<file path="src/design/fsr_pkg.sv">
// Shared widths, codes, constants and transaction types of the FSR force estimator.
package fsr_pkg;

  localparam int ADC_BITS   = 10;
  localparam int MV_W       = 16;
  localparam int OHM_W      = 20;
  localparam int G_W        = 20;
  localparam int F_W        = 16;
  localparam int ST_W       = 2;
  localparam int DIV_W      = 8;
  localparam int CFG_IDX_W  = 3;
  localparam int CFG_DATA_W = 20;

  localparam int VPROD_W = ADC_BITS + MV_W;
  localparam int RPROD_W = MV_W + OHM_W;

  localparam int VSTEPS = VPROD_W;
  localparam int RSTEPS = RPROD_W;
  localparam int CSTEPS = G_W;
  localparam int FSTEPS = G_W;

  localparam logic [G_W-1:0] G_SCALE   = 20'd1000000;
  localparam logic [G_W-1:0] G_MAX     = 20'd1000000;
  localparam logic [F_W-1:0] FORCE_MAX = 16'hFFFF;

  localparam logic [MV_W-1:0]  RST_SUPPLY     = 16'd5000;
  localparam logic [OHM_W-1:0] RST_DIVIDER    = 20'd10000;
  localparam logic [MV_W-1:0]  RST_FULL_SCALE = 16'd1023;
  localparam logic [G_W-1:0]   RST_KNEE       = 20'd1000;
  localparam logic [DIV_W-1:0] RST_LOW_DIV    = 8'd80;
  localparam logic [DIV_W-1:0] RST_HIGH_DIV   = 8'd30;

  typedef enum logic [ST_W-1:0] {
    ST_OK      = 2'd0,
    ST_NOPRESS = 2'd1,
    ST_SAT     = 2'd2
  } status_t;

  typedef enum logic [CFG_IDX_W-1:0] {
    CFG_SUPPLY     = 3'd0,
    CFG_DIVIDER    = 3'd1,
    CFG_FULL_SCALE = 3'd2,
    CFG_KNEE       = 3'd3,
    CFG_LOW_DIV    = 3'd4,
    CFG_HIGH_DIV   = 3'd5
  } cfg_index_t;

  // Divisor fields already have zero replaced by one.
  typedef struct packed {
    logic [MV_W-1:0]  supply;
    logic [OHM_W-1:0] divider;
    logic [MV_W-1:0]  full_scale;
    logic [G_W-1:0]   knee;
    logic [DIV_W-1:0] low_div;
    logic [DIV_W-1:0] high_div;
  } cfg_t;

  typedef struct packed {
    logic                valid;
    logic [ADC_BITS-1:0] sample;
  } sample_beat_t;

  typedef struct packed {
    logic            valid;
    logic [MV_W-1:0] v;
  } volt_beat_t;

  typedef struct packed {
    logic               valid;
    logic [MV_W-1:0]    v;
    logic [RPROD_W-1:0] r;
    logic               zero;
  } res_beat_t;

  typedef struct packed {
    logic            valid;
    logic [MV_W-1:0] v;
    logic [G_W-1:0]  g;
    status_t         st;
  } cond_beat_t;

  typedef struct packed {
    logic            valid;
    logic [MV_W-1:0] v;
    logic [G_W-1:0]  g;
    logic [F_W-1:0]  f;
    status_t         st;
  } force_beat_t;

endpackage

</file>
<file path="src/design/fsr_volt.sv">
// Sample to millivolts: multiply by supply, then a pipelined restoring divide by full scale.
module fsr_volt (
  input  logic                 clk,
  input  logic                 rst,
  input  logic                 adv,
  input  fsr_pkg::cfg_t        cfg,
  input  fsr_pkg::sample_beat_t in_beat,
  output fsr_pkg::volt_beat_t  out_beat
);
  import fsr_pkg::*;

  typedef struct packed {
    logic [VPROD_W-1:0] acc;
    logic [MV_W-1:0]    rem;
    logic               clamp;
  } vstage_t;

  function automatic vstage_t vstep(vstage_t s, logic [MV_W-1:0] den);
    logic [MV_W:0] trial;
    vstage_t       n;
    n     = s;
    trial = {s.rem, s.acc[VPROD_W-1]};
    if (trial >= {1'b0, den}) begin
      n.rem = MV_W'(trial - {1'b0, den});
      n.acc = {s.acc[VPROD_W-2:0], 1'b1};
    end else begin
      n.rem = trial[MV_W-1:0];
      n.acc = {s.acc[VPROD_W-2:0], 1'b0};
    end
    return n;
  endfunction

  vstage_t         stg [VSTEPS+1];
  logic [VSTEPS:0] vld;
  logic            out_vld;
  logic [MV_W-1:0] out_v;

  always_ff @(posedge clk) begin
    if (rst) begin
      vld     <= '0;
      out_vld <= 1'b0;
    end else if (adv) begin
      vld     <= {vld[VSTEPS-1:0], in_beat.valid};
      out_vld <= vld[VSTEPS];
    end
  end

  always_ff @(posedge clk) begin
    if (adv) begin
      stg[0].acc   <= VPROD_W'(in_beat.sample) * VPROD_W'(cfg.supply);
      stg[0].rem   <= '0;
      stg[0].clamp <= (MV_W'(in_beat.sample) >= cfg.full_scale);
    end
  end

  for (genvar j = 0; j < VSTEPS; j++) begin : g_step
    always_ff @(posedge clk) begin
      if (adv) stg[j+1] <= vstep(stg[j], cfg.full_scale);
    end
  end

  // Samples at or above full scale read as the supply.
  always_ff @(posedge clk) begin
    if (adv) out_v <= stg[VSTEPS].clamp ? cfg.supply : stg[VSTEPS].acc[MV_W-1:0];
  end

  assign out_beat.valid = out_vld;
  assign out_beat.v     = out_v;
endmodule

</file>
<file path="config.mk">
export PLATFORM = sky130hd
export DESIGN_NAME = fsr_volt
export DESIGN_NICKNAME = d
export VERILOG_FILES = /design/src/design/fsr_pkg.sv /design/src/design/fsr_volt.sv
export SDC_FILE = /design/constraint.sdc
export NUM_CORES = 2
export LEC_CHECK = 0
export BUFFER_PORTS_ARGS = -buffer_cell sky130_fd_sc_hd__buf_2
export CORE_MARGIN = 4
export CORE_UTILIZATION = 45
export DETAILED_ROUTE_END_ITERATION = 8
export GPL_ROUTABILITY_DRIVEN = 0
export PLACE_DENSITY_LB_ADDON = 0.1
export SYNTH_ARGS = -nofsm -noshare
export SYNTH_HDL_FRONTEND = slang
export SYNTH_SLANG_ARGS = --single-unit
</file>
<file path="constraint.sdc">
create_clock -name clk -period 16.59 [get_ports clk]
set_clock_uncertainty 0.2 [all_clocks]
set_input_delay 0.8295 -clock clk [delete_from_list [all_inputs] [get_ports clk]]
set_output_delay 0.8295 -clock clk [all_outputs]
set_load 0.02 [all_outputs]
</file>
# Yosys cells after proc, flatten, opt, wreduce, memory -nomap -nowiden
# Memory sizes are Yosys's and may differ from the RTL's.
# Index checks and enable logic that the tools add are counted.
[word_totals]
mem_bits_rw = 1161
regBits = 44
memories = 1
out_inout_bits = 17
[memory_table]
columns = ["name", "words", "word_bits", "rd", "rd_ports_with_merged_regs", "write_ports", "line_no", "text"]
rows = [
  ["stg", 27, 43, 27, 0, 27, "fsr_volt.sv:33", "vstage_t stg [VSTEPS+1];"],
]
[op_classes]
n_mux = 55
n_lt_le_gt_ge = 27
mul = 1
addsub = 26
[ops]
columns = ["cell", "count"]
rows = [
  ["two-way mux 42 bit", 26],
  ["greater-or-equal comparator 17 x 16 -> 1 bit", 26],
  ["two-way mux 17 bit", 26],
  ["subtractor 16 bit", 26],
  ["multiplier 10 x 16 -> 26 bit", 1],
  ["greater-or-equal comparator 10 x 16 -> 1 bit", 1],
  ["two-way mux 16 bit", 1],
  ["two-way mux 1 bit", 2],
]

# Logic depth before layout (Yosys ltp)
[depth]
depth_word = 3
depth_mapped = 21
mapped_depth_nobuf = 20

# Worst setup path after synthesis
# No wires, ideal clock.
[synth_timing]
path_kind = "input to register"
start = "input port in_beat[9] in the netlist's numbering"
end = "memory stg[0][40] in the netlist's numbering, data pin"
cell_stages = 19
arrival_ns = 5.725
required_time_ns = 16.125
slack_ns = 10.400
path_buffers = 1
setup_ns = 0.265
path_cell_list = "clkbuf_1 -> nand2_1 -> fa_1 -> fa_1 -> inv_1 -> fa_1 -> fa_1 -> inv_1 -> fa_1 -> inv_1 -> ha_1 -> and3_1 -> nand3_1 -> or3_1 -> and3_1 -> o41ai_1 -> a21oi_1 -> o21ai_0 -> xor2_1"
[synth_rtl]
columns = ["item", "line_no", "text"]
rows = [
  ["from (decl)", "fsr_volt.sv:7", "input fsr_pkg::sample_beat_t in_beat,"],
  ["to (decl)", "fsr_volt.sv:33", ""],
]

==> impl_metrics.csv <==
group,metric,value,unit
routing,drt_iter0_drc,2446,
yosys,syn-mean-instance-area,11.9,sq um
timing,setup_viol_count_final,0,
cells_and_area,area_growth,9.96,%
yosys,yosys.area_share.simple,10.8,%
yosys,synth_compound_area_share,10.6,%
clock_tree,cts_resized,0,
critical_path,required,16.82,ns
global_routing,groute.usage.overall,18.7,%
power_and_ir_drop,switching_share,36.6,%
routing,post-route-drc-count,0,
timing,rsz0062_at_grt,"false",
cells_and_area,n_antenna_cell,0,
routing,wl_per_cell,18.8,um
timing,hold_violations,0,
cells_and_area,nNetsFinal,5572,
global_routing,antenna_found_initial,6,
floorplan,coreArea,0.126,sq mm
power_and_ir_drop,finalPower,11.9,mW
yosys,synth_flop_cell,"edfxtp_1",
floorplan,initial_utilization,45.4,%
routing,wirelength,124,mm
power_and_ir_drop,comb_power_share,46.8,%
yosys,yosysUniqueCellTypes,73,
timing,slew-limit-headroom,26.8,%
routing,vias,36300,
clock_tree,cts_tree,"done",
power_and_ir_drop,power.switching,4.36,mW
yosys,synthCells,4778,
yosys,synth-edff-count,930,
routing,final_antenna_net_count,0,
clock_tree,cts_setup_buffers,0,
yosys,yosysSeqAreaShare,49.9,%
status,status,"finished clean",
hold_path,min_path_type,"input pin to register",
timing,timing_max_transition_violations_final,0,
clock_tree,clk_path_buf_depth,3,
placed_design,dp_hpwl,83.5,mm
yosys,synth_top_family_by_area,"adder cells",
yosys,synth-async-reset-ratio,0,%
yosys,ys_warn_count,0,
clock_tree,cts.htree.levels,3,
global_routing,grt.overflow.total,0,
yosys,synth_mux_area_share,6.53,%
cells_and_area,drive_gt1_share,11.0,%
critical_path,startpoint_type,"input pin",
hold_path,whs_path_depth,3,
critical_path,critPathArrivalTime,6.43,ns
yosys,synth_xor_area_share,4.33,%
clock_tree,clock-root-buffer,"clkbuf_16",
critical_path,crit_path_end_kind,"register",
global_routing,grt_start_max_net_pins,158,
clock_tree,holdBufCountCts,0,
yosys,ys_ff_latch,958,
routing,vias_per_cell,5.51,
critical_path,cp_max_fo,17,
global_routing,grt_pass1_wl,196,mm
power_and_ir_drop,p_leak,24.6,nW
floorplan,fp.dieW,364,um
timing,finalCritPeriodShare,37.3,%
placed_design,io_buffers,62,
yosys,synth_adder_area_share,15.1,%
routing,dr.pass1.iters,5,
clock_tree,clk_pin_slew,0.06,ns
floorplan,dieArea,0.133,sq mm
clock_tree,clock_latency,0.73,ns
floorplan,dieHeight,364,um
cells_and_area,final_util,49.9,%
timing,hold_ws,0.138,ns
power_and_ir_drop,power.internal,7.55,mW
yosys,synth_nets,5487,
timing,clock.fmax,161,MHz
power_and_ir_drop,seq_power_share,33.5,%
timing,finalSetupTns,0,ns
clock_tree,cts_buffers,104,
run,drv_cap,0,
clock_tree,clock-sinks,958,
yosys,netlist_area,0.0571,sq mm
critical_path,critical_path_class,"input pin to register",
floorplan,num_rows,130,
floorplan,pin_count,119,
power_and_ir_drop,pwr-share-clk,19.7,%
critical_path,reg2reg_depth,9,
global_routing,grt_pass1_vias,35700,
power_and_ir_drop,ir_drop,235,uV
power_and_ir_drop,p_per_area,190,mW/mm^2
timing,worst_pin_slew,1.10,ns
timing,min_period,6.20,ns
-- cells in the final DEF, fill, tap and decap left out, types with 19 or more instances in the layout --
cell       count
a211oi_1      20
a21boi_0      26
a21o_1        81
a21oi_1      237
a31oi_1       24
and2_1       100
and3_1        28
buf_2         61
buf_4         33
clkbuf_16    104
clkinv_1      20
clkinv_2      21
dfxtp_1       28
edfxtp_1     930
fa_1         134
ha_1         473
inv_1        278
mux2_2       251
mux2i_1       90
nand2_1      348
nand2b_1      34
nand3_1       62
nand4_1       40
nand4b_1      25
nor2_1       273
nor2b_1       65
nor3_1        87
nor4_1        53
o2111ai_1     26
o211ai_1      20
o21a_1        82
o21ai_0      236
o21bai_1      26
o31ai_1       23
o41ai_1       19
or3_1         65
xnor2_1      170
xor2_1       112
-- final cells by class --
| class | count | area [sq um] |
|---|---|---|
| inverters | 294 | 1100 |
| fillers | 11100 | 63000 |
| repair buffers | 97 | 608 |
| clock inverters | 67 | 817 |
| multi-input cells | 3408 | 27000 |
| flip-flops and latches | 958 | 28500 |
| clock buffers | 121 | 2670 |
| well taps | 1650 | 2060 |
-- Yosys cell counts, types with 28 or more instances --
cell	number	share of area, %
edfxtp_1	930	49
ha_1	473	10
nand2_1	348	2.3
inv_1	293	1.9
nor2_1	273	1.8
mux2_2	251	5.0
a21oi_1	238	2.1
o21ai_0	236	2.1
xnor2_1	170	2.6
fa_1	134	4.7
xor2_1	112	1.7
and2_1	100	1.1
mux2i_1	90	1.6
nor3_1	87	0.76
clkbuf_1	82	0.54
o21a_1	82	1.1
a21o_1	81	1.1
nor2b_1	65	0.71
or3_1	65	0.71
nand3_1	62	0.54
nor4_1	53	0.58
nand4_1	40	0.44
nand2b_1	34	0.37
buf_2	32	0.28
and3_1	28	0.31
dfxtp_1	28	0.98
-- path summary, 6_finish.rpt --
check / startpoint / endpoint / slack, ns
worst max-delay path: in_beat[3] / stg[0][40]$_DFFE_PP_ / 10.39
worst min-delay path: in_beat[10] / vld[0]$_SDFFE_PP0P_ / 0.14
worst max register to register: stg[0][605]$_DFFE_PP_ / stg[0][661]$_DFFE_PP_ / 12.52
worst min register to register: stg[0][256]$_DFFE_PP_ / stg[0][300]$_DFFE_PP_ / 0.18
-- through the flow --
step	instance area, sq um	setup slack, ns	cells
floorplan	57100	10.40	4778
global placement	59300	9.73	6407
detailed placement	59300	9.72	6407
CTS	62800	10.46	6595
global route	62800	10.20	6595
finish	62800	10.39	6595
-- sequential cells by signal, indices dropped and copies added, names as in the netlist --
register  cells
stg         914
vld          27
out_v        16
out_vld       1
-- per-layer routing --
metal	vias up	track usage, %	routed length [um]
li1	17900	-	-
met3	175	2.32	4030
met4	0	5.51	3060
met2	537	30.0	56600
met5	-	0	0
met1	17700	26.8	60300
-- critical path, stage by stage --
cell     delay, ns
buf_2         0.37
nand2_1       0.15
fa_1          0.55
inv_1         0.05
fa_1          0.52
fa_1          0.45
fa_1          0.57
inv_1         0.06
fa_1          0.55
inv_1         0.05
ha_1          0.32
and3_1        0.27
nand3_1       0.09
or3_1         0.45
and3_1        0.20
o41ai_1       0.43
a21oi_1       0.18
o21ai_0       0.23
xor2_1        0.09
-- kinds of logic (layout without fill, tap and decap cells) --
family	after synthesis	after routing
compound gates	940	940
xor+xnor	282	282
fa+ha+maj	607	607
buf+inv	412	579
flops	958	958
mux	341	341
simple gates	1238	1238
-- power by group through the flow --
stage / Combinational (mW) / Sequential (mW) / Clock (mW)
final: 5.58 / 3.99 / 2.34
after global routing: 6.27 / 4.05 / 2.53
after CTS: 5.61 / 3.99 / 2.42
after detailed placement: 5.54 / 4.02 / 0
after global placement: 5.52 / 4.02 / 0
after floorplan: 4.40 / 3.86 / 0
(Power assumes the default switching activity.)
