**src/design/fsr_pkg.sv**
```systemverilog
// Shared widths, codes, constants and transaction types of the FSR force estimator.
package fsr_pkg;

  localparam int ADC_BITS   = 10;
  localparam int MV_W       = 16;
  localparam int OHM_W      = 20;
  localparam int G_W        = 20;
  localparam int F_W        = 16;
  localparam int ST_W       = 2;
  localparam int DIV_W      = 8;
  localparam int CFG_IDX_W  = 3;
  localparam int CFG_DATA_W = 20;

  localparam int VPROD_W = ADC_BITS + MV_W;
  localparam int RPROD_W = MV_W + OHM_W;

  localparam int VSTEPS = VPROD_W;
  localparam int RSTEPS = RPROD_W;
  localparam int CSTEPS = G_W;
  localparam int FSTEPS = G_W;

  localparam logic [G_W-1:0] G_SCALE   = 20'd1000000;
  localparam logic [G_W-1:0] G_MAX     = 20'd1000000;
  localparam logic [F_W-1:0] FORCE_MAX = 16'hFFFF;

  localparam logic [MV_W-1:0]  RST_SUPPLY     = 16'd5000;
  localparam logic [OHM_W-1:0] RST_DIVIDER    = 20'd10000;
  localparam logic [MV_W-1:0]  RST_FULL_SCALE = 16'd1023;
  localparam logic [G_W-1:0]   RST_KNEE       = 20'd1000;
  localparam logic [DIV_W-1:0] RST_LOW_DIV    = 8'd80;
  localparam logic [DIV_W-1:0] RST_HIGH_DIV   = 8'd30;

  typedef enum logic [ST_W-1:0] {
    ST_OK      = 2'd0,
    ST_NOPRESS = 2'd1,
    ST_SAT     = 2'd2
  } status_t;

  typedef enum logic [CFG_IDX_W-1:0] {
    CFG_SUPPLY     = 3'd0,
    CFG_DIVIDER    = 3'd1,
    CFG_FULL_SCALE = 3'd2,
    CFG_KNEE       = 3'd3,
    CFG_LOW_DIV    = 3'd4,
    CFG_HIGH_DIV   = 3'd5
  } cfg_index_t;

  // Divisor fields already have zero replaced by one.
  typedef struct packed {
    logic [MV_W-1:0]  supply;
    logic [OHM_W-1:0] divider;
    logic [MV_W-1:0]  full_scale;
    logic [G_W-1:0]   knee;
    logic [DIV_W-1:0] low_div;
    logic [DIV_W-1:0] high_div;
  } cfg_t;

  typedef struct packed {
    logic                valid;
    logic [ADC_BITS-1:0] sample;
  } sample_beat_t;

  typedef struct packed {
    logic            valid;
    logic [MV_W-1:0] v;
  } volt_beat_t;

  typedef struct packed {
    logic               valid;
    logic [MV_W-1:0]    v;
    logic [RPROD_W-1:0] r;
    logic               zero;
  } res_beat_t;

  typedef struct packed {
    logic            valid;
    logic [MV_W-1:0] v;
    logic [G_W-1:0]  g;
    status_t         st;
  } cond_beat_t;

  typedef struct packed {
    logic            valid;
    logic [MV_W-1:0] v;
    logic [G_W-1:0]  g;
    logic [F_W-1:0]  f;
    status_t         st;
  } force_beat_t;

endpackage

```
**src/design/fsr_force.sv**
```systemverilog
// Force: pick the slope around the knee, pipelined restoring divide, saturate.
module fsr_force (
  input  logic                 clk,
  input  logic                 rst,
  input  logic                 adv,
  input  fsr_pkg::cfg_t        cfg,
  input  fsr_pkg::cond_beat_t  in_beat,
  output fsr_pkg::force_beat_t out_beat
);
  import fsr_pkg::*;

  typedef struct packed {
    logic [G_W-1:0]   acc;
    logic [DIV_W-1:0] rem;
    logic [DIV_W-1:0] den;
    logic [MV_W-1:0]  v;
    logic [G_W-1:0]   g;
    status_t          st;
  } fstage_t;

  function automatic fstage_t fstep(fstage_t s);
    logic [DIV_W:0] trial;
    fstage_t        n;
    n     = s;
    trial = {s.rem, s.acc[G_W-1]};
    if (trial >= {1'b0, s.den}) begin
      n.rem = DIV_W'(trial - {1'b0, s.den});
      n.acc = {s.acc[G_W-2:0], 1'b1};
    end else begin
      n.rem = trial[DIV_W-1:0];
      n.acc = {s.acc[G_W-2:0], 1'b0};
    end
    return n;
  endfunction

  fstage_t         stg [FSTEPS+1];
  logic [FSTEPS:0] vld;
  logic            out_vld;
  logic [MV_W-1:0] out_v;
  logic [G_W-1:0]  out_g;
  logic [F_W-1:0]  out_f;
  status_t         out_st;
  logic [F_W-1:0]  f_sel;
  logic            above;

  assign above = (in_beat.g > cfg.knee);

  always_ff @(posedge clk) begin
    if (rst) begin
      vld     <= '0;
      out_vld <= 1'b0;
    end else if (adv) begin
      vld     <= {vld[FSTEPS-1:0], in_beat.valid};
      out_vld <= vld[FSTEPS];
    end
  end

  always_ff @(posedge clk) begin
    if (adv) begin
      stg[0].acc <= above ? (in_beat.g - cfg.knee) : in_beat.g;
      stg[0].rem <= '0;
      stg[0].den <= above ? cfg.high_div : cfg.low_div;
      stg[0].v   <= in_beat.v;
      stg[0].g   <= in_beat.g;
      stg[0].st  <= in_beat.st;
    end
  end

  for (genvar j = 0; j < FSTEPS; j++) begin : g_step
    always_ff @(posedge clk) begin
      if (adv) stg[j+1] <= fstep(stg[j]);
    end
  end

  always_comb begin
    case (stg[FSTEPS].st)
      ST_OK: begin
        f_sel = (stg[FSTEPS].acc > G_W'(FORCE_MAX)) ? FORCE_MAX : stg[FSTEPS].acc[F_W-1:0];
      end
      ST_SAT:  f_sel = FORCE_MAX;
      default: f_sel = '0;
    endcase
  end

  always_ff @(posedge clk) begin
    if (adv) begin
      out_v  <= stg[FSTEPS].v;
      out_g  <= stg[FSTEPS].g;
      out_f  <= f_sel;
      out_st <= stg[FSTEPS].st;
    end
  end

  assign out_beat.valid = out_vld;
  assign out_beat.v     = out_v;
  assign out_beat.g     = out_g;
  assign out_beat.f     = out_f;
  assign out_beat.st    = out_st;
endmodule

```
**config.mk**
```make
export PLATFORM = sky130hd
export DESIGN_NAME = fsr_force
export DESIGN_NICKNAME = d
export VERILOG_FILES = /design/src/design/fsr_pkg.sv /design/src/design/fsr_force.sv
export SDC_FILE = /design/constraint.sdc
export NUM_CORES = 1
export LEC_CHECK = 0
export ABC_AREA = 1
export BUFFER_PORTS_ARGS = -buffer_cell sky130_fd_sc_hd__buf_2
export CAP_MARGIN = 5
export CORE_UTILIZATION = 64
export CTS_CLUSTER_SIZE = 28
export DETAILED_ROUTE_END_ITERATION = 8
export PLACE_DENSITY = 0.84
export SYNTH_ARGS = -nofsm -noshare
export SYNTH_HDL_FRONTEND = slang
export SYNTH_SLANG_ARGS = --single-unit
```
**constraint.sdc**
```tcl
create_clock -name clk -period 3.4 [get_ports clk]
set_input_delay 0.17 -clock clk [delete_from_list [all_inputs] [get_ports clk]]
set_output_delay 0.17 -clock clk [all_outputs]
set_load 0.02 [all_outputs]
```
After elaboration in Yosys (flattened, before gate mapping)
Memories as Yosys holds them, arrays and structs flattened.
Cells that the tools add are included.
{"block": "classes", "reduce_logical": 1, "mux": 46, "eq_ne": 1, "magnitude_cmp": 22, "add_sub_neg": 21}
{"operator": "28-bit two-way mux", "n": 20}
{"operator": "9-bit by 8-bit >= comparator with 1-bit output", "n": 20}
{"operator": "9-bit two-way mux", "n": 20}
{"operator": "8-bit subtractor", "n": 20}
{"operator": "16-bit one-hot mux with 2 select lines", "n": 1}
{"operator": "20-bit by 16-bit greater-than comparator with 1-bit output, second input constant", "n": 1}
{"operator": "20-bit greater-than comparator", "n": 1}
{"operator": "20-bit two-way mux", "n": 1}
{"operator": "20-bit subtractor", "n": 1}
{"operator": "16-bit two-way mux", "n": 1}
{"operator": "8-bit two-way mux", "n": 1}
{"operator": "2-bit equality test, second input constant", "n": 1}
{"operator": "2-bit zero test", "n": 1}
{"operator": "1-bit two-way mux", "n": 2}
{"block": "word_totals", "ff_bits": 76, "elab_cells": 98, "mem_bits_rw": 1554, "n_memories": 1}
{"memory": "stg", "words": 21, "width": 74, "rd": 21, "rd_clocked_by_memory_dff": 0, "write_ports": 21, "line_no": "fsr_force.sv:36", "rtl": "fstage_t stg [FSTEPS+1];"}

Depth between registers and ports, before layout
{"block": "logic_depth", "ltp_word": 3, "depth_mapped": 15}

Worst setup path before layout
Ideal clock, no wire load.
{"block": "synth_timing", "kind": "input-to-reg", "from": "input port in_beat[2] (netlist name)", "to": "memory stg[0][70] (netlist name), data pin", "n_path_buf": 2, "arrival_ns": 1.650, "path_stages": 13, "setup_ns": 0.252, "slack_ns": 1.498, "path_cell_list": "inv_1 -> ha_1 -> fa_1 -> inv_1 -> nand3_1 -> nand3_1 -> nand3b_1 -> nand3_1 -> nand2_2 -> buf_6 -> buf_6 -> nand2_1 -> nand2_1"}
{"item": "start: declaration", "line_no": "fsr_force.sv:7", "rtl": "input fsr_pkg::cond_beat_t in_beat,"}
{"item": "end: declaration", "line_no": "fsr_force.sv:36"}

==> metrics list <==
- Clock latency on the worst-skew pair, taken at its later pin, is 0.74 ns.
* CTS tree: yes
* Number of detailed-routing iterations run before antenna repair: 8
- STA puts the critical path data arrival time at 3.56 ns.
- Dividing the final minimum period by the clock period gives 0.873.
- Share of cells above drive strength 1: 0.102
* Drt initial violations: 2751
- Maxcap violations: 0
- X dimension of the die: 305 um
- Combined area of all synthesized cells: 58800 sq um
- Input and output buffers added on the ports amount to 132.
* Net switching component of the power: 0.0135 W
* Starting density of the core: 0.650
- Setup violations remaining at the end of the flow were counted as 0.
* Critical Path Sink Type: register
- Dividing the detail-routed via count by the number of cells gives 5.62.
* Final hold violation count: 0
* Remaining Overflow, GRT: 0
- Antenna violations before repair: 2
* Core Box Area: 90400 sq um
* Library cell contributing the largest single delay on the critical path: sky130_fd_sc_hd__dlygate4sd3_1
* Total of flip-flops plus latches after synthesis: 1606
- Row generation in the floorplan step produced 110 rows.
- Number of I/O pins: 185
* Avg WL per Cell: 19.4 um
* Setup TNS after final layout: 0 ns
- Number of synthesis warnings: 0
- The first global-routing pass estimated 160000 um of wire.
- Detailed-placement wirelength estimate: 51300 um
* Leading cell types in the layout, fill and taps excluded: sky130_fd_sc_hd__edfxtp_1 (1584), sky130_fd_sc_hd__nand2_1 (737), sky130_fd_sc_hd__inv_1 (404)
* Sort of element at the start of the critical path: input port
- For this run, the top clock speed supported by timing is 337 MHz.
- VDD sags by at most 0.000611 V.
* Antenna Nets Post-Route: 0
- In this run the clock root is driven by a sky130_fd_sc_hd__clkbuf_16.
* CTS H-tree depth: 4
* # DRC: 0
- The synthesized design contains 1584 enable-type register cells.
- Synth Area per Inst: 16.2 sq um
* Skew final: 0.0331 ns
- Setup slack after layout: 0.431 ns
* Global-route usage over all layers: 0.223
- Headroom to the max-slew limit came out at 0.424.
- Register area share after synthesis: 0.817
- Sequential cell fraction of total power: 0.503
- Most common cell after layout, fill and taps aside: sky130_fd_sc_hd__edfxtp_1
- Worst hold margin: 0.156 ns
- Along the worst path, the maximum fanout reaches 26.
* Clock power frac: 0.333
- Max-slew violation count: 0
- The internal power of the cells totals 0.0368 W.
* Count of different cell masters after synthesis: 35
* WP data required: 3.99 ns
- Entering global routing, the biggest net connects 178 pins.
- Post-Syn Instances: 3631
* Clock period minus worst slack: 2.97 ns
- P&R area growth vs syn: 13.5%
- For this run, the post-layout net count is 4310.
- The number of gates resized after CTS was 0.
* Total power density per cell area: 754 nW/um^2
- Primary flip-flop cell chosen by synthesis mapping: sky130_fd_sc_hd__edfxtp_1
- Counting flops with an async set or reset pin after synthesis yields a share of 0.
* Final RePlAce weighted congestion: 0.845
- The tightest min-delay check is of the input port to register type.
- Vias after detailed routing: 29700
* Height of the die: 305 um
- Number of global-route vias before repair: 30900
- Delay contributed by the slowest stage of the critical path: 0.55 ns
- For this design, the sink count on the clock tree is 1606.
- Unrepaired setup endpoints after global routing: false
* Power share of the combinational group: 0.164
* Syn nets: 3954
- Run status: complete, no violations
- Fraction of power spent switching nets: 0.269
* Slew @ Worst Pin: 0.865 ns
- Counting the buffers created by CTS gives 151.
- Among the stages of the critical path, the cell type that occurs most often is sky130_fd_sc_hd__nand3_1.
- Type of the setup path with the least slack: input port to register
- Die Area: 93000 sq um
- Pre-CTS setup slack: 0.871 ns
- Buffers from clock root to sink, at most: 3
* Clock-pin slew reported for the worst setup and hold paths after clock tree synthesis: 0.06 ns
- The critical path goes through dlygate4sd3_1 -> buf_2 -> ha_1 -> fa_1 -> inv_1 -> nand3_1 -> nand3_1 -> nand3b_1 -> nand3_1 -> nand2_2 -> inv_2 -> nand2_1 -> nand2_1 -> dlygate4sd3_1.
- Detailed Route WL: 102000 um
- In this run the static leakage power is 26.2 nW.
==> layer usage <==
metal / up-vias / global-route usage / wire, um / share of wire
li1: 13700 / - / - / -
met1: 14300 / 0.225 / 35400 / 0.35
met2: 1307 / 0.427 / 56400 / 0.55
met3: 416 / 0.0412 / 5440 / 0.053
met4: 2 / 0.124 / 5060 / 0.049
met5: - / 0 / 15 / 0.00015
==> logic make-up after synthesis <==
family                   count (synthesis)  synth area share
AO/OA/AOI/OAI                          226            0.0211
XOR/XNOR                                81            0.0121
adder cells (fa/ha/maj)                193            0.0435
buffers and inverters                  439            0.0285
flip-flops                            1606             0.817
AND/OR/NAND/NOR                       1086            0.0778
==> flip-flops by register name, indices dropped and copies added (netlist names) <==
register and count:
out_f 16, out_st 2, out_v 16, out_vld 1, vld 21, out_g 20, stg 1530
==> Yosys cell counts, types with 2 or more instances <==
cell type                     n  area [sq um]
sky130_fd_sc_hd__xor2_1      57           499
sky130_fd_sc_hd__buf_2        2          10.0
sky130_fd_sc_hd__o21bai_1     4          30.0
sky130_fd_sc_hd__xnor2_1     24           210
sky130_fd_sc_hd__nor2_1      66           248
sky130_fd_sc_hd__nor2_2       2          12.5
sky130_fd_sc_hd__edfxtp_1  1584         47600
sky130_fd_sc_hd__a21o_1      19           143
sky130_fd_sc_hd__clkbuf_1    10          37.5
sky130_fd_sc_hd__o31ai_1     18           135
sky130_fd_sc_hd__clkinv_1    17          63.8
sky130_fd_sc_hd__nand4_1     22           138
sky130_fd_sc_hd__nand3_1    168           841
sky130_fd_sc_hd__a21oi_1    130           651
sky130_fd_sc_hd__nand3b_1    19           143
sky130_fd_sc_hd__buf_6        3          33.8
sky130_fd_sc_hd__fa_1        19           380
sky130_fd_sc_hd__nand2_1    737          2770
sky130_fd_sc_hd__or2_2        2          12.5
sky130_fd_sc_hd__nand2_2     38           238
sky130_fd_sc_hd__inv_1      404          1520
sky130_fd_sc_hd__dfxtp_1     22           440
sky130_fd_sc_hd__nor3_1      28           140
sky130_fd_sc_hd__ha_1       174          2180
sky130_fd_sc_hd__o21ai_0     51           255
sky130_fd_sc_hd__inv_2        2          7.51
==> worst max-delay path: cells and delay by family <==
kind | cells | cell delay [ns]
fa+ha+maj | 2 | 0.69
simple gates | 7 | 0.95
buf+inv | 5 | 1.72
==> repair_timing <==
item                      in CTS  in global routing
hold endpoints to repair     123                  0
setup buffers                  0                  0
hold buffers                  60                  0
==> metrics by stage <==
stage | instance area (sq um) | cells | total power, W | utilization
2_1_floorplan | 58800 | 3631 | 0.0307 | -
6_report | 66700 | 5280 | 0.0503 | 0.738
3_3_place_gp | 61200 | 4950 | 0.0323 | 0.677
3_5_place_dp | 61200 | 4950 | 0.0329 | 0.677
4_1_cts | 66700 | 5279 | 0.0503 | 0.738
5_1_grt | 66700 | 5280 | 0.0522 | 0.738
==> final timing paths <==
check	slack [ns]	endpoint	startpoint	depth (start not counted)
max	0.43	stg[0][43]$_DFFE_PP_	cfg[16]	14
min reg2reg	0.40	stg[1][584]$_DFFE_PP_	stg[1][509]$_DFFE_PP_	0
max reg2reg	0.66	stg[1][197]$_DFFE_PP_	stg[1][113]$_DFFE_PP_	10
min	0.16	stg[0][35]$_DFFE_PP_	in_beat[35]	2
==> cell type report <==
type | count | area, sq um
diodes | 1 | 2.50
repair buffers | 219 | 1680
fillers | 4840 | 23700
well taps | 1176 | 1470
clock inverters | 78 | 796
inverters | 423 | 1590
clock buffers | 191 | 4100
multi-input cells | 1586 | 9080
flip-flops and latches | 1606 | 48000
==> power groups by stage <==
stage	logic, W	clock network (W)	registers [W]
detailed placement	0.00738	0	0.0255
CTS	0.00803	0.0170	0.0253
floorplan	0.00544	0	0.0253
global route	0.00909	0.0177	0.0254
finish	0.00825	0.0168	0.0253
global placement	0.00692	0	0.0254
Power figures use the tool's default switching activity.
