===== config.mk =====
export PLATFORM = sky130hd
export DESIGN_NAME = fsr_cond
export DESIGN_NICKNAME = d
export VERILOG_FILES = /design/src/design/fsr_pkg.sv /design/src/design/fsr_cond.sv
export SDC_FILE = /design/constraint.sdc
export NUM_CORES = 2
export LEC_CHECK = 0
export BUFFER_PORTS_ARGS = -buffer_cell sky130_fd_sc_hd__clkbuf_2
export CORE_ASPECT_RATIO = 1.4
export CORE_MARGIN = 5
export CORE_UTILIZATION = 56
export CTS_CLUSTER_DIAMETER = 50
export CTS_CLUSTER_SIZE = 12
export DETAILED_ROUTE_END_ITERATION = 7
export PLACE_DENSITY_LB_ADDON = 0.08
export SYNTH_ARGS = -nofsm -noshare
export SYNTH_HDL_FRONTEND = slang
export SYNTH_SLANG_ARGS = --single-unit

===== constraint.sdc =====
create_clock -name clk -period 3.15 [get_ports clk]
set_input_delay 0.63 -clock clk [delete_from_list [all_inputs] [get_ports clk]]
set_output_delay 0.63 -clock clk [all_outputs]
set_load 0.03 [all_outputs]

===== src/design/fsr_pkg.sv =====
// Shared widths, codes, constants and transaction types of the FSR force estimator.
package fsr_pkg;

  localparam int ADC_BITS   = 10;
  localparam int MV_W       = 16;
  localparam int OHM_W      = 20;
  localparam int G_W        = 20;
  localparam int F_W        = 16;
  localparam int ST_W       = 2;
  localparam int DIV_W      = 8;
  localparam int CFG_IDX_W  = 3;
  localparam int CFG_DATA_W = 20;

  localparam int VPROD_W = ADC_BITS + MV_W;
  localparam int RPROD_W = MV_W + OHM_W;

  localparam int VSTEPS = VPROD_W;
  localparam int RSTEPS = RPROD_W;
  localparam int CSTEPS = G_W;
  localparam int FSTEPS = G_W;

  localparam logic [G_W-1:0] G_SCALE   = 20'd1000000;
  localparam logic [G_W-1:0] G_MAX     = 20'd1000000;
  localparam logic [F_W-1:0] FORCE_MAX = 16'hFFFF;

  localparam logic [MV_W-1:0]  RST_SUPPLY     = 16'd5000;
  localparam logic [OHM_W-1:0] RST_DIVIDER    = 20'd10000;
  localparam logic [MV_W-1:0]  RST_FULL_SCALE = 16'd1023;
  localparam logic [G_W-1:0]   RST_KNEE       = 20'd1000;
  localparam logic [DIV_W-1:0] RST_LOW_DIV    = 8'd80;
  localparam logic [DIV_W-1:0] RST_HIGH_DIV   = 8'd30;

  typedef enum logic [ST_W-1:0] {
    ST_OK      = 2'd0,
    ST_NOPRESS = 2'd1,
    ST_SAT     = 2'd2
  } status_t;

  typedef enum logic [CFG_IDX_W-1:0] {
    CFG_SUPPLY     = 3'd0,
    CFG_DIVIDER    = 3'd1,
    CFG_FULL_SCALE = 3'd2,
    CFG_KNEE       = 3'd3,
    CFG_LOW_DIV    = 3'd4,
    CFG_HIGH_DIV   = 3'd5
  } cfg_index_t;

  // Divisor fields already have zero replaced by one.
  typedef struct packed {
    logic [MV_W-1:0]  supply;
    logic [OHM_W-1:0] divider;
    logic [MV_W-1:0]  full_scale;
    logic [G_W-1:0]   knee;
    logic [DIV_W-1:0] low_div;
    logic [DIV_W-1:0] high_div;
  } cfg_t;

  typedef struct packed {
    logic                valid;
    logic [ADC_BITS-1:0] sample;
  } sample_beat_t;

  typedef struct packed {
    logic            valid;
    logic [MV_W-1:0] v;
  } volt_beat_t;

  typedef struct packed {
    logic               valid;
    logic [MV_W-1:0]    v;
    logic [RPROD_W-1:0] r;
    logic               zero;
  } res_beat_t;

  typedef struct packed {
    logic            valid;
    logic [MV_W-1:0] v;
    logic [G_W-1:0]  g;
    status_t         st;
  } cond_beat_t;

  typedef struct packed {
    logic            valid;
    logic [MV_W-1:0] v;
    logic [G_W-1:0]  g;
    logic [F_W-1:0]  f;
    status_t         st;
  } force_beat_t;

endpackage


===== src/design/fsr_cond.sv =====
// Conductance: pipelined restoring divide of the micromho scale by resistance, plus status.
module fsr_cond (
  input  logic                clk,
  input  logic                rst,
  input  logic                adv,
  input  fsr_pkg::res_beat_t  in_beat,
  output fsr_pkg::cond_beat_t out_beat
);
  import fsr_pkg::*;

  typedef struct packed {
    logic [G_W-1:0]  acc;
    logic [G_W-1:0]  rem;
    logic [G_W-1:0]  den;
    logic [MV_W-1:0] v;
    status_t         st;
  } cstage_t;

  function automatic cstage_t cstep(cstage_t s);
    logic [G_W:0] trial;
    cstage_t      n;
    n     = s;
    trial = {s.rem, s.acc[G_W-1]};
    if (trial >= {1'b0, s.den}) begin
      n.rem = G_W'(trial - {1'b0, s.den});
      n.acc = {s.acc[G_W-2:0], 1'b1};
    end else begin
      n.rem = trial[G_W-1:0];
      n.acc = {s.acc[G_W-2:0], 1'b0};
    end
    return n;
  endfunction

  cstage_t         stg [CSTEPS+1];
  logic [CSTEPS:0] vld;
  logic            out_vld;
  logic [MV_W-1:0] out_v;
  logic [G_W-1:0]  out_g;
  status_t         out_st;
  logic [G_W-1:0]  g_sel;

  always_ff @(posedge clk) begin
    if (rst) begin
      vld     <= '0;
      out_vld <= 1'b0;
    end else if (adv) begin
      vld     <= {vld[CSTEPS-1:0], in_beat.valid};
      out_vld <= vld[CSTEPS];
    end
  end

  // Resistance above the scale gives zero conductance: an all-ones divisor does that.
  always_ff @(posedge clk) begin
    if (adv) begin
      stg[0].acc <= G_SCALE;
      stg[0].rem <= '0;
      stg[0].den <= (in_beat.r > RPROD_W'(G_SCALE)) ? '1 : in_beat.r[G_W-1:0];
      stg[0].v   <= in_beat.v;
      if (in_beat.zero)           stg[0].st <= ST_NOPRESS;
      else if (in_beat.r == '0)   stg[0].st <= ST_SAT;
      else                        stg[0].st <= ST_OK;
    end
  end

  for (genvar j = 0; j < CSTEPS; j++) begin : g_step
    always_ff @(posedge clk) begin
      if (adv) stg[j+1] <= cstep(stg[j]);
    end
  end

  always_comb begin
    case (stg[CSTEPS].st)
      ST_OK:   g_sel = stg[CSTEPS].acc;
      ST_SAT:  g_sel = G_MAX;
      default: g_sel = '0;
    endcase
  end

  always_ff @(posedge clk) begin
    if (adv) begin
      out_v  <= stg[CSTEPS].v;
      out_g  <= g_sel;
      out_st <= stg[CSTEPS].st;
    end
  end

  assign out_beat.valid = out_vld;
  assign out_beat.v     = out_v;
  assign out_beat.g     = out_g;
  assign out_beat.st    = out_st;
endmodule


# After elaboration in Yosys (flattened, before gate mapping)
# Memories as Yosys holds them, arrays and structs flattened.
# Index checks and enable logic that the tools add are counted.
[word_totals]
ff_bits = 60
ram_bits = 1638
n_memories = 1
output_inout_bits = 39
inputBits = 57
word_cells = 109
[op_classes]
n_bitwise = 2
reduce_logical = 2
addsub = 20
magnitude_cmp = 21
muxes = 57
n_eq_ne = 1
[memory_table]
columns = ["memory", "words", "width", "read_ports", "rd_ports_with_merged_regs", "write_ports", "line", "text"]
rows = [
  ["stg", 21, 78, 21, 0, 21, "fsr_cond.sv:34", "cstage_t stg [CSTEPS+1];"],
]
[ops]
columns = ["cell", "count"]
rows = [
  ["40-bit 2-to-1 mux", 20],
  ["21-bit by 20-bit greater-or-equal comparator with 1-bit output", 20],
  ["21-bit 2-to-1 mux", 20],
  ["20-bit subtractor", 20],
  ["20-bit one-hot mux with 2 select lines", 1],
  ["36-bit by 20-bit > comparator with 1-bit output, second input constant", 1],
  ["36-bit logical NOT", 1],
  ["20-bit 2-to-1 mux", 1],
  ["1-bit 2-to-1 mux", 13],
  ["2-bit 2-to-1 mux", 2],
  ["2-bit equality test, second input constant", 1],
  ["2-bit logical NOT", 1],
  ["1-bit OR", 2],
]

# Longest topological paths before layout
[depth]
ltp_word = 7
ltp_mapped = 13
depth_no_buf = 12

# Least setup slack after synthesis
# OpenSTA, ideal clock, no wires.
[synth_path]
path_type = "flip-flop to flip-flop"
from = "mem stg[0][97] (netlist bit)"
to = "mem stg[0][209] (netlist bit) (data pin)"
path_slack_ps = 79
t_arrival_ps = 2811
required_ps = 2890
stages_incl_launch_ff = 13
n_path_buf = 1
setup_time_ps = 260
period_less_slack_ps = 3071
path_cell_list = "edfxtp_1 > ha_1 > fa_1 > and2b_1 > o31ai_4 > a211oi_2 > o2111ai_1 > a41oi_1 > a31oi_1 > o21a_2 > inv_4 > buf_6 > mux2_2"
[synth_lines]
columns = ["item", "line"]
rows = [
  ["start: declaration", "fsr_cond.sv:34"],
]

==> results by stage <==
Status:
- The flow ran to the end, and the final reports show no timing, DRC or antenna violations.

STA:
- For the final database, setup skew stands at 0.0365 ns.
- The timing-limited maximum frequency is 319 MHz.
- Setup repair after global routing could not meet its margin everywhere.
- The final critical-path required period is 3.13 ns.
- Across all hold checks on the routed design, the worst slack comes to 0.0684 ns.
- The worst-margin pin slew is 0.917 ns.
- The number of slew-limit violations in the final report is 0.
- The final count of negative-setup-slack endpoints is 0.
- After layout, the worst path uses 99.4% of the clock period.
- The worst pin sits at a relative slew slack of 37.3%.
- The total count of hold-check failures in the final report is 0.

Placement:
- The count of buffers added on input and output ports is 95.
- The last weighted congestion value of the routability-driven placer is 0.954.
- After legalization and detailed placement, the total HPWL measured 108,000 um.
- Once placement finished, the instance area stood at 0.0724 sq mm.

Final layout:
- After routing the design area is 0.0780 sq mm.
- The number of fill cells in the layout is 8,854.
- The share of the core filled with cells in the final layout is 65.4%.
- The net count reported at finish is 5,959.
- In the final layout, the multi-input gates occupy 0.0229 sq mm.
- Across the whole layout, storage elements account for 0.0427 sq mm.
- The layout cell share with drive strength beyond 1 is 18.6%.
- Compared with the post-synthesis result, the final layout area differs by 16.0%.

Routing:
- Wires add up to 146,000 um.
- After detailed routing, the number of vias per cell comes to 5.63.
- The total number of vias is 40,374.
- In the final routed layout, each cell accounts on average for 20.4 um.
- The antenna violation net count after detailed routing is 0.
- The detailed-routing iteration count for the pre-antenna-repair pass is 5.
- The number of DRC violations after detailed-routing iteration 0 is 2,068.
- The DRC violation count after routing is 0.

Setup path:
- The register-to-register setup slack is 0.02 ns.
- On the critical path, the stage with the largest delay is an instance of sky130_fd_sc_hd__edfxtp_1.
- The buffer and inverter count on the worst path is 2.
- Among cell families on the critical path, the largest total delay comes from compound AO/OA/AOI/OAI gates.
- For the worst setup path, the data required time is 3.67 ns.
- The category of the critical setup timing path is flip-flop to flip-flop.
- In this run the critical register-to-register path is captured at stg[0][360].
- Data on the critical path arrives at its endpoint at 3.65 ns.
- The startpoint of the most critical register-to-register path is stg[0][285].
- In this run the number of cells on the critical path is 10.
- The start point of the critical path is stg[0][285].
- The critical path ends at stg[0][360].
- The worst setup path is captured at a flip-flop.
- The delay of the slowest cell on the worst path is 0.41 ns.
- Traced cell by cell, the critical path runs through ha_1, a21o_1, a21o_1, a21oi_1, o21ai_0, a211oi_1, o211ai_1, buf_4, buf_6, a21oi_1.
- The critical path launch point type is a flip-flop.
- Counting cells, the worst reg-to-reg path comes to 10.
- Of all nets on the critical path, the largest fanout is 10.

Clock tree:
- The tree is rooted in a sky130_fd_sc_hd__clkbuf_16.
- The total number of H-tree levels is 4.
- After clock tree synthesis, the clock-pin slew on the worst setup and hold paths is 0.06 ns.
- No sink is reached through more buffers than the 3 on the longest clock path.
- The TritonCTS clock tree is done.
- Counting every sink on the clock net gives 1,428.
- The source-to-sink clock delay at the later pin of the worst-skew pair is 0.77 ns.
- Counting the buffers created by CTS gives 148.

Global route:
- The pin count of the biggest net entering global routing is 141.
- The via count of the first global-routing pass was 41,870.
- The initial antenna violation count was 3.
- For this run, the total global-route usage over all layers was measured as 22.6%.
- Summed over all layers, the global routing overflow is 0.
- The first global-routing pass estimated 221,000 um of wire.

Yosys:
- Synthesis instantiated 102 different standard cells from the library.
- Sequential cells were found to cover 63.4% of the synthesized design area.
- Counting every instance in the synthesized netlist gives 4,938.
- The post-synthesis register bit count is 1,428.
- Of all cell types, the one taking the most synthesized area is sky130_fd_sc_hd__edfxtp_1.
- The count of flip-flops with a built-in enable after synthesis is 1,406.
- The fraction of synthesis flops using an asynchronous set or reset pin is 0%.
- In the post-synthesis netlist, the biggest area contributors are sky130_fd_sc_hd__edfxtp_1, sky130_fd_sc_hd__ha_1, sky130_fd_sc_hd__mux2_2.
- The most frequently used cell type in the post-synthesis netlist is sky130_fd_sc_hd__edfxtp_1.
- The area share of the largest cell type after synthesis is 62.8%.
- The synthesized area divided by synthesized cell count is 13.6 sq um.
- The count of yosys warnings during synthesis is 0.
- By count the netlist is led by sky130_fd_sc_hd__edfxtp_1, sky130_fd_sc_hd__inv_1, sky130_fd_sc_hd__ha_1, sky130_fd_sc_hd__a21oi_1, sky130_fd_sc_hd__nor2_1.
- The most frequently used flop master after synthesis is sky130_fd_sc_hd__edfxtp_1.
- In this run the cell area of the synthesized design comes to 0.0673 sq mm.

Floorplan:
- The initial cell density of the core is 56.4%.
- The die is 303 um wide.
- From bottom edge to top edge, the die measures 420 um.
- In this run the core area contains 150 standard-cell rows.
- The core region is 0.119 sq mm.
- The full die area is 0.127 sq mm.
- 96 I/O pins were placed.

Job:
- The number of max-cap violations is 0.

Worst hold path:
- The type of the most critical hold path is input pin to flip-flop.

Pwr:
- IR analysis of the VDD net gives a maximum drop of 0.000548 V.
- The power density over cell area is 962 mW/mm^2.
- The analysis attributes to cell leakage a power of 31.0 nW.
-- per-stage QoR --
stage	setup TNS (ns)	total power, mW	cells	worst slack (ns)
after detailed placement	-3.67	57.5	6890	-0.106
after CTS	0	74.3	7120	0.000423
after global placement	-0.445	57.0	6890	-0.0436
final	0	75.0	7167	0.0187
after floorplan	0	47.6	4946	0.0787
after global routing	-2.26	79.3	7167	-0.0933
-- worst register-to-register path, stage by stage, from the launching register on --
cell and delay (ns):
sky130_fd_sc_hd__edfxtp_1 0.41, sky130_fd_sc_hd__ha_1 0.40, sky130_fd_sc_hd__a21o_1 0.22, sky130_fd_sc_hd__a21o_1 0.18, sky130_fd_sc_hd__a21oi_1 0.18, sky130_fd_sc_hd__o21ai_0 0.15, sky130_fd_sc_hd__a211oi_1 0.39, sky130_fd_sc_hd__o211ai_1 0.26
sky130_fd_sc_hd__buf_4 0.22, sky130_fd_sc_hd__buf_6 0.14, sky130_fd_sc_hd__a21oi_1 0.35
-- state kept, by name, indices dropped and copies added, names as in the netlist --
| signal | cells |
|---|---|
| out_vld | 1 |
| stg | 1368 |
| out_g | 20 |
| vld | 21 |
| out_v | 16 |
| out_st | 2 |
-- timing repair --
item	in CTS	in global routing
setup endpoints to repair	95	264
buffers inserted	7	31
endpoints found under the hold margin	15	0
hold buffers	15	0
resized for setup	20	83
gates cloned	1	12
pin swaps	5	23
-- layout make-up --
type	instances	area share, %
clock inverter	46	0.749
timing repair buffer	498	5.46
clock buffer	161	4.88
tap	1596	2.56
inverter	483	2.34
sequential	1428	54.7
antenna	4	0.0128
multi-input combinational	2951	29.3
-- placed cells by master, fill, tap and decap left out, types with 19 or more instances in the layout --
cell                           n
sky130_fd_sc_hd__edfxtp_1   1406
sky130_fd_sc_hd__inv_1       478
sky130_fd_sc_hd__ha_1        363
sky130_fd_sc_hd__buf_4       331
sky130_fd_sc_hd__a21oi_1     260
sky130_fd_sc_hd__nor2_1      252
sky130_fd_sc_hd__nand2_1     200
sky130_fd_sc_hd__xnor2_1     186
sky130_fd_sc_hd__mux2_2      186
sky130_fd_sc_hd__o21ai_0     173
sky130_fd_sc_hd__clkbuf_16   158
sky130_fd_sc_hd__a21o_1      120
sky130_fd_sc_hd__clkbuf_2     94
sky130_fd_sc_hd__o21a_1       83
sky130_fd_sc_hd__nor3_1       82
sky130_fd_sc_hd__nand3_1      75
sky130_fd_sc_hd__xor2_1       65
sky130_fd_sc_hd__nor2b_1      63
sky130_fd_sc_hd__nand2b_1     54
sky130_fd_sc_hd__mux2i_1      51
sky130_fd_sc_hd__nand4_1      48
sky130_fd_sc_hd__and2_1       45
sky130_fd_sc_hd__buf_12       43
sky130_fd_sc_hd__and3_1       40
sky130_fd_sc_hd__mux2_4       38
sky130_fd_sc_hd__a211oi_1     34
sky130_fd_sc_hd__mux2_1       34
sky130_fd_sc_hd__or3_1        30
sky130_fd_sc_hd__o211ai_1     26
sky130_fd_sc_hd__a31oi_1      26
sky130_fd_sc_hd__o21bai_1     25
sky130_fd_sc_hd__o31a_1       23
sky130_fd_sc_hd__o31ai_1      22
sky130_fd_sc_hd__dfxtp_1      22
sky130_fd_sc_hd__nor4_1       21
sky130_fd_sc_hd__a211o_1      19
-- where the power goes --
part           switching (mW)  total, mW  internal, mW  leakage [nW]
Clock                    7.05       16.2          9.16          2.14
Combinational            15.7       31.1          15.3          14.9
Sequential               1.93       27.7          25.8          13.9
-- worst min-delay path by stage --
stage	start	to	cells past startpoint
after floorplan	stg[2][314]	out_v[0]	0
after global placement	stg[1][400]	stg[1][478]	0
after detailed placement	stg[2][316]	out_v[2]	0
after CTS	in_beat[46]	stg[0][11]	1
after global routing	in_beat[46]	stg[0][11]	1
final	in_beat[46]	stg[0][11]	1
-- layer usage --
metal	routed length, um	up-vias	global-route usage, %
met4	11100	0	14.7
li1	-	19522	-
met2	84400	793	45.5
met5	0	-	0
met1	46700	19650	20.4
met3	3960	409	3.33
-- kinds of logic (layout without fill, tap and decap cells) --
family	count (synthesis)	in the layout	share of synthesized area (%)
buffers and inverters	567	1188	3.32
AO/OA/AOI/OAI	1004	1004	9.90
adder cells (fa/ha/maj)	392	392	7.49
other	1	13	0.00557
multiplexers	309	309	5.28
AND/OR/NAND/NOR	986	986	7.33
flip-flops	1428	1428	63.4
XOR/XNOR	251	251	3.27
Note: power is estimated with default switching activity, not from simulation.
